$ cat config.mk
export PLATFORM = sky130hd
export DESIGN_NAME = rhht_controller
export DESIGN_NICKNAME = d
export VERILOG_FILES = /design/src/rtl/core/rhht_pkg.sv /design/src/rtl/core/rhht_controller.sv
export SDC_FILE = /design/constraint.sdc
export NUM_CORES = 1
export LEC_CHECK = 0
export ABC_AREA = 1
export BUFFER_PORTS_ARGS = -buffer_cell sky130_fd_sc_hd__buf_2
export CORE_MARGIN = 8
export CORE_UTILIZATION = 45
export CTS_CLUSTER_SIZE = 8
export DETAILED_ROUTE_END_ITERATION = 6
export MAX_ROUTING_LAYER = met4
export PLACE_DENSITY = 0.74
export SLEW_MARGIN = 20
export SYNTH_ARGS = -nofsm -noshare
export SYNTH_HDL_FRONTEND = slang
export SYNTH_SLANG_ARGS = --single-unit
$ cat constraint.sdc
create_clock -name clock -period 4.9 [get_ports clock]
set_clock_uncertainty 0.15 [all_clocks]
set_input_delay 0.735 -clock clock [delete_from_list [all_inputs] [get_ports clock]]
set_output_delay 0.735 -clock clock [all_outputs]
set_load 0.02 [all_outputs]
$ cat src/rtl/core/rhht_pkg.sv
package rhht_pkg;

   typedef enum logic [1:0] {
      REQ_INSERT = 2'd0,
      REQ_FIND   = 2'd1,
      REQ_REMOVE = 2'd2,
      REQ_NONE   = 2'd3
   } req_kind_type;

   typedef enum logic [2:0] {
      ST_INSERTED  = 3'd0,
      ST_UPDATED   = 3'd1,
      ST_FOUND     = 3'd2,
      ST_NOT_FOUND = 3'd3,
      ST_REMOVED   = 3'd4,
      ST_FULL      = 3'd5
   } status_type;

   localparam int unsigned KEY_W     = 64;
   localparam int unsigned HASH_W    = 32;
   localparam int unsigned VALUE_W   = 64;
   localparam int unsigned STATUS_W  = 3;
   localparam int unsigned SLOT_W    = 10;
   localparam int unsigned COUNT_W   = 11;
   localparam int unsigned FILL_W    = 10;
   localparam logic [FILL_W-1:0] FILL_RESET = 10'd512;

   typedef enum logic [2:0] {
      CMD_NONE,
      CMD_LOAD,
      CMD_READ,
      CMD_WRITE_CARRY,
      CMD_WRITE_VALUE,
      CMD_CLEAR,
      CMD_SHIFT_BACK,
      CMD_VACATE
   } cmd_op_type;

   typedef struct packed {
      cmd_op_type op;
      logic       advance;
   } dp_cmd_type;

   typedef struct packed {
      logic taken;
      logic key_match;
      logic dist_less;
      logic dist_zero;
      logic bound_hit;
      logic full;
      logic clearing;
   } dp_status_type;

endpackage

$ cat src/rtl/core/rhht_controller.sv
module rhht_controller
   import rhht_pkg::*;
(
   input  logic                 clock,
   input  logic                 reset,
   input  logic                 req_valid,
   output logic                 req_ready,
   input  logic [1:0]           req_type,
   output logic                 rsp_valid,
   input  logic                 rsp_ready,
   output logic [STATUS_W-1:0]  rsp_status,
   output logic [SLOT_W-1:0]    rsp_slot,
   output logic [VALUE_W-1:0]   rsp_value_out,
   output logic [COUNT_W-1:0]   rsp_entry_count,
   output dp_cmd_type           cmd,
   input  dp_status_type        stat,
   input  logic [SLOT_W-1:0]    landed_slot,
   input  logic [VALUE_W-1:0]   read_value,
   input  logic [COUNT_W-1:0]   fill_count
);
   typedef enum logic [3:0] {
      S_IDLE, S_LREAD, S_LCHECK, S_PREAD, S_PCHECK, S_RREAD, S_RCHECK, S_DONE
   } state_type;

   state_type            state_ff;
   logic [1:0]           op_ff;
   logic [STATUS_W-1:0]  status_ff;
   logic [SLOT_W-1:0]    slot_ff;
   logic [VALUE_W-1:0]   vout_ff;

   always_comb begin
      cmd = '{op: CMD_NONE, advance: 1'b0};
      case (state_ff)
         S_IDLE:   if (req_valid && req_ready) cmd.op = CMD_LOAD;
         S_LREAD, S_PREAD, S_RREAD: cmd.op = CMD_READ;
         S_LCHECK: begin
            if (stat.taken && stat.key_match) begin
               if (op_ff == REQ_INSERT) cmd.op = CMD_WRITE_VALUE;
               else if (op_ff == REQ_REMOVE) begin
                  cmd.op = CMD_CLEAR;
                  cmd.advance = 1'b1;
               end
            end else if (stat.taken && !stat.dist_less && !stat.bound_hit)
               cmd.advance = 1'b1;
         end
         S_PCHECK: begin
            if (!stat.bound_hit && (!stat.taken || stat.dist_less)) cmd.op = CMD_WRITE_CARRY;
            if (!stat.bound_hit && stat.taken) cmd.advance = 1'b1;
         end
         S_RCHECK: begin
            if (stat.taken && !stat.dist_zero && !stat.bound_hit) begin
               cmd.op = CMD_SHIFT_BACK;
               cmd.advance = 1'b1;
            end else begin
               cmd.op = CMD_VACATE;
            end
         end
         default: ;
      endcase
   end

   assign req_ready = state_ff == S_IDLE && !rsp_valid && !stat.clearing;

   always_ff @(posedge clock) begin
      if (reset) begin
         state_ff  <= S_IDLE;
         rsp_valid <= 1'b0;
      end else begin
         if (rsp_valid && rsp_ready) rsp_valid <= 1'b0;
         case (state_ff)
            S_IDLE: begin
               if (req_valid && req_ready) begin
                  op_ff     <= req_type;
                  status_ff <= ST_NOT_FOUND;
                  slot_ff   <= '0;
                  vout_ff   <= '0;
                  state_ff  <= (req_type == REQ_NONE) ? S_DONE : S_LREAD;
               end
            end
            S_LREAD: state_ff <= S_LCHECK;
            S_LCHECK: begin
               if (stat.taken && stat.key_match) begin
                  slot_ff <= landed_slot;
                  case (op_ff)
                     REQ_INSERT: begin
                        status_ff <= ST_UPDATED;
                        state_ff  <= S_DONE;
                     end
                     REQ_FIND: begin
                        status_ff <= ST_FOUND;
                        vout_ff   <= read_value;
                        state_ff  <= S_DONE;
                     end
                     default: begin
                        status_ff <= ST_REMOVED;
                        slot_ff   <= '0;
                        state_ff  <= S_RREAD;
                     end
                  endcase
               end else if (stat.taken && !stat.dist_less && !stat.bound_hit) begin
                  state_ff <= S_LREAD;
               end else if (op_ff == REQ_INSERT) begin
                  if (stat.full) begin
                     status_ff <= ST_FULL;
                     state_ff  <= S_DONE;
                  end else begin
                     status_ff <= ST_INSERTED;
                     state_ff  <= S_PREAD;
                  end
               end else begin
                  state_ff <= S_DONE;
               end
            end
            S_PREAD: state_ff <= S_PCHECK;
            S_PCHECK: begin
               slot_ff  <= landed_slot;
               state_ff <= (!stat.taken || stat.bound_hit) ? S_DONE : S_PREAD;
            end
            S_RREAD: state_ff <= S_RCHECK;
            S_RCHECK: begin
               state_ff <= (stat.taken && !stat.dist_zero && !stat.bound_hit) ? S_RREAD
                                                                              : S_DONE;
            end
            S_DONE: begin
               rsp_valid <= 1'b1;
               state_ff  <= S_IDLE;
            end
            default: state_ff <= S_IDLE;
         endcase
      end
   end

   always_ff @(posedge clock) begin
      if (state_ff == S_DONE) begin
         rsp_status      <= status_ff;
         rsp_slot        <= slot_ff;
         rsp_value_out   <= vout_ff;
         rsp_entry_count <= fill_count;
      end
   end

   assert property (@(posedge clock) disable iff (reset)
      rsp_valid && !rsp_ready |=> rsp_valid)
      else $error("response dropped while stalled");
   assert property (@(posedge clock) disable iff (reset)
      req_valid && req_ready |-> !rsp_valid)
      else $error("request taken while response pending");
   assert property (@(posedge clock) disable iff (reset)
      state_ff == S_DONE |=> rsp_valid)
      else $error("finished transaction not presented");
endmodule

==> results by group <==
Yosys
  • Cells after synthesis: 422
  • Compound-Gate Fraction of Synth Area: 1.15%
  • Ys flop type: edfxtp_1
  • Synth Area in Adders: 0%
  • Synthesis-stage register bit count: 171
  • Area contributors post-synth: edfxtp_1 (78%), nor2_4 (5.4%), inv_1 (5.3%)
  • Register area share after synthesis: 79.5%
  • Synth area leader: edfxtp_1
  • Post-synth ARST share: 0%
  • Post-synthesis area per instance: 15.2 um2
  • Cell with the most instances after synthesis: edfxtp_1
  • Synthesis Warnings: 0
  • Mux share of post-synthesis cell area: 0%
  • Number of synthesized flops with an enable pin: 167
  • Post-Syn Area: 6410 um2
  • Commonest cells post-synth: edfxtp_1 (167), inv_1 (90), nor2_1 (63)
  • Largest family of logic cells by synthesized area: simple AND/OR/NAND/NOR gates
  • Syn_nets: 520
  • Simple-Gate Fraction of Synth Area: 12.3%
  • Top-area cell type share of the netlist area: 78.2%
  • Netlist cell types: 22
  • Xor/xnor share of the synthesized area: 0%

Route
  • Post-route ant nets: 0
  • Total number of vias: 3694
  • Highest Signal Layer: met4
  • Met2 wire len: 6980 um
  • Residual DRC: 0
  • DR WL/cell: 15.7 um
  • Final wirelength: 12900 um
  • WL met1: 4770 um
  • Drt first-iter violations: 249
  • Pre-antenna DRT Iters: 4
  • Via density: 4.50
  • Met3 routed WL: 1010 um

STA
  • Post-route setup slack: 1230 ps
  • Final count of negative-setup-slack endpoints: 0
  • Max-slew headroom: 36.1%
  • Final Hold Fails: 0
  • Worst-Margin Slew: 956 ps
  • RSZ-0062 raised after global routing: no
  • FMAX: 273 MHz
  • Max-slew violation count: 0
  • Fin crit share: 74.9%
  • Min Tclk post-route: 3670 ps
  • Final TNS setup: 0 ps

Critical path
  • Worst Path Max Fanout: 44
  • Max stage delay on crit path: 650 ps
  • Critical Path RT: 4010 ps
  • CP arrival: 2780 ps
  • Crit Path Class: flip-flop to output port
  • Top delay family on crit path: simple AND/OR/NAND/NOR gates
  • Critical path's slowest cell: buf_4
  • CP endpoint kind: output port
  • Critical path, cell by cell: nor2_4 > nand2_4 > buf_4 > nor2_1 > a21oi_1 > nand2_1 > buf_2
  • Type of origin of the critical path: flip-flop
  • Buf/Inv on CP: 2

Power and ir drop
  • Power Density: 420 nW/um2
  • Pleak: 0.00341 uW
  • Worst IR drop on VDD: 0.217 mV

Global route
  • GRT Total Usage: 14.8%
  • GRT Residual Overflow: 0
  • Vias in the first global route: 4016
  • Largest net degree at the start of global routing: 89
  • Antenna violations before repair: 2
  • Global-route wire length before repair: 20100 um

Hold path
  • Hold crit path type: flip-flop to flip-flop

Floorplan
  • Area of the core: 13900 um2
  • Die Width: 135 um
  • Die area: 18300 um2
  • Num ports: 192
  • Rows: 43
  • Die height: 135 um
  • Initial Util: 46.2%

Cells and area
  • Util after Layout: 58.2%
  • # fillers: 1100
  • Nets: 725
  • P&R area growth vs syn: 26.1%
  • Post-Layout Inst Area: 8090 um2
  • Share of cells above drive strength 1: 41.9%

Outcome
  • Status: complete, no violations

Run
  • Maxcap violations: 0

Placement
  • Placed cell areas: 7530 um2
  • Routability cong.: 0.915
  • Post-DP HPWL: 9540 um
  • Pre-CTS WS: 1670 ps
  • Port-buffer cells: 191

CTS
  • Skew-Pair Late Insertion Delay: 420 ps
  • Clock Path Buffers: 2
  • Clock sink count: 171
  • Post-CTS Setup Bufs: 0
  • Clock-pin slew on the worst setup and hold paths: 60 ps
  • CTS tree: done
  • Hold_buf cts: 0
  • CTS buffer count: 17
  • Root buf cell: clkbuf_16
  • H-tree depth: 4
  • Resized Gates After CTS: 0
==> worst register-to-register path: cells and delay by family (launching register included) <==
| kind | cells | cell delay (ps) |
|---|---|---|
| AND/OR/NAND/NOR | 2 | 610 |
| flip-flops | 1 | 530 |
| AO/OA/AOI/OAI | 1 | 790 |
| buffers and inverters | 2 | 650 |
==> cell families after synthesis <==
group	after synthesis
AO/OA/AOI/OAI	13
buffers and inverters	102
flip-flops	171
AND/OR/NAND/NOR	136
==> cells in the final DEF, fill, tap and decap left out, types with 2 or more instances in the layout <==
cell	Yosys	final
edfxtp_1	167	167
clkinv_2	0	2
inv_2	3	3
clkinv_1	0	2
a21oi_1	9	8
inv_6	0	3
dfxtp_1	4	4
inv_1	90	89
nor2_4	31	31
nand2_1	26	26
clkbuf_16	0	17
nand3_1	9	9
clkinvlp_4	0	7
nor3_2	3	3
diode_2	0	2
buf_4	1	3
buf_2	3	191
nor2_1	63	63
==> layout make-up <==
type | instances | area (um2) | share of cell area (%)
clock inverters | 14 | 121 | 1.50
well taps | 180 | 225 | 2.79
clock buffers | 17 | 425 | 5.26
diodes | 2 | 5.00 | 0.0619
multi-input cells | 149 | 873 | 10.8
inverters | 93 | 350 | 4.33
repair buffers | 195 | 990 | 12.2
flip-flops and latches | 171 | 5090 | 63.0
==> metal layers <==
metal	vias up	track usage [%]
met3	13	5.45
met2	146	25.8
li1	1797	-
met4	0	5.18
met1	1738	15.0
met5	-	-
==> power breakdown <==
| group | internal, uW | leakage (uW) | total (uW) | switching, uW |
|---|---|---|---|---|
| combinational | 98.0 | 0.00159 | 337 | 239 |
| clock | 695 | 0.000245 | 1230 | 535 |
| sequential | 1790 | 0.00158 | 1830 | 41.3 |
==> registers in the layout, indices dropped and copies added, names as in the netlist <==
signal and count:
vout_ff 64, rsp_status 3, rsp_slot 10, state_ff 3
rsp_valid 1, rsp_value_out 64, op_ff 2, status_ff 3
rsp_entry_count 11, slot_ff 10
==> path summary, 6_finish.rpt <==
| path | to | from | slack [ps] | depth (start not counted) |
|---|---|---|---|---|
| worst min-delay path | rsp_slot[9] | slot_ff[9] | 270 | 0 |
| worst min register to register | rsp_slot[9] | slot_ff[9] | 270 | 0 |
| worst max-delay path | cmd[0] | state_ff[2] | 1230 | 7 |
| worst max register to register | vout_ff[54] | state_ff[2] | 1830 | 5 |
==> stage by stage <==
| step | total power (uW) | hold WS [ps] | cells |
|---|---|---|---|
| 3_5_place_dp | 2200 | 255 | 788 |
| 3_3_place_gp | 2170 | 250 | 788 |
| 2_1_floorplan | 2110 | 250 | 422 |
| 4_1_cts | 3440 | 269 | 819 |
| 6_report | 3400 | 268 | 821 |
| 5_1_grt | 3540 | 272 | 821 |
(Power assumes the default switching activity.)
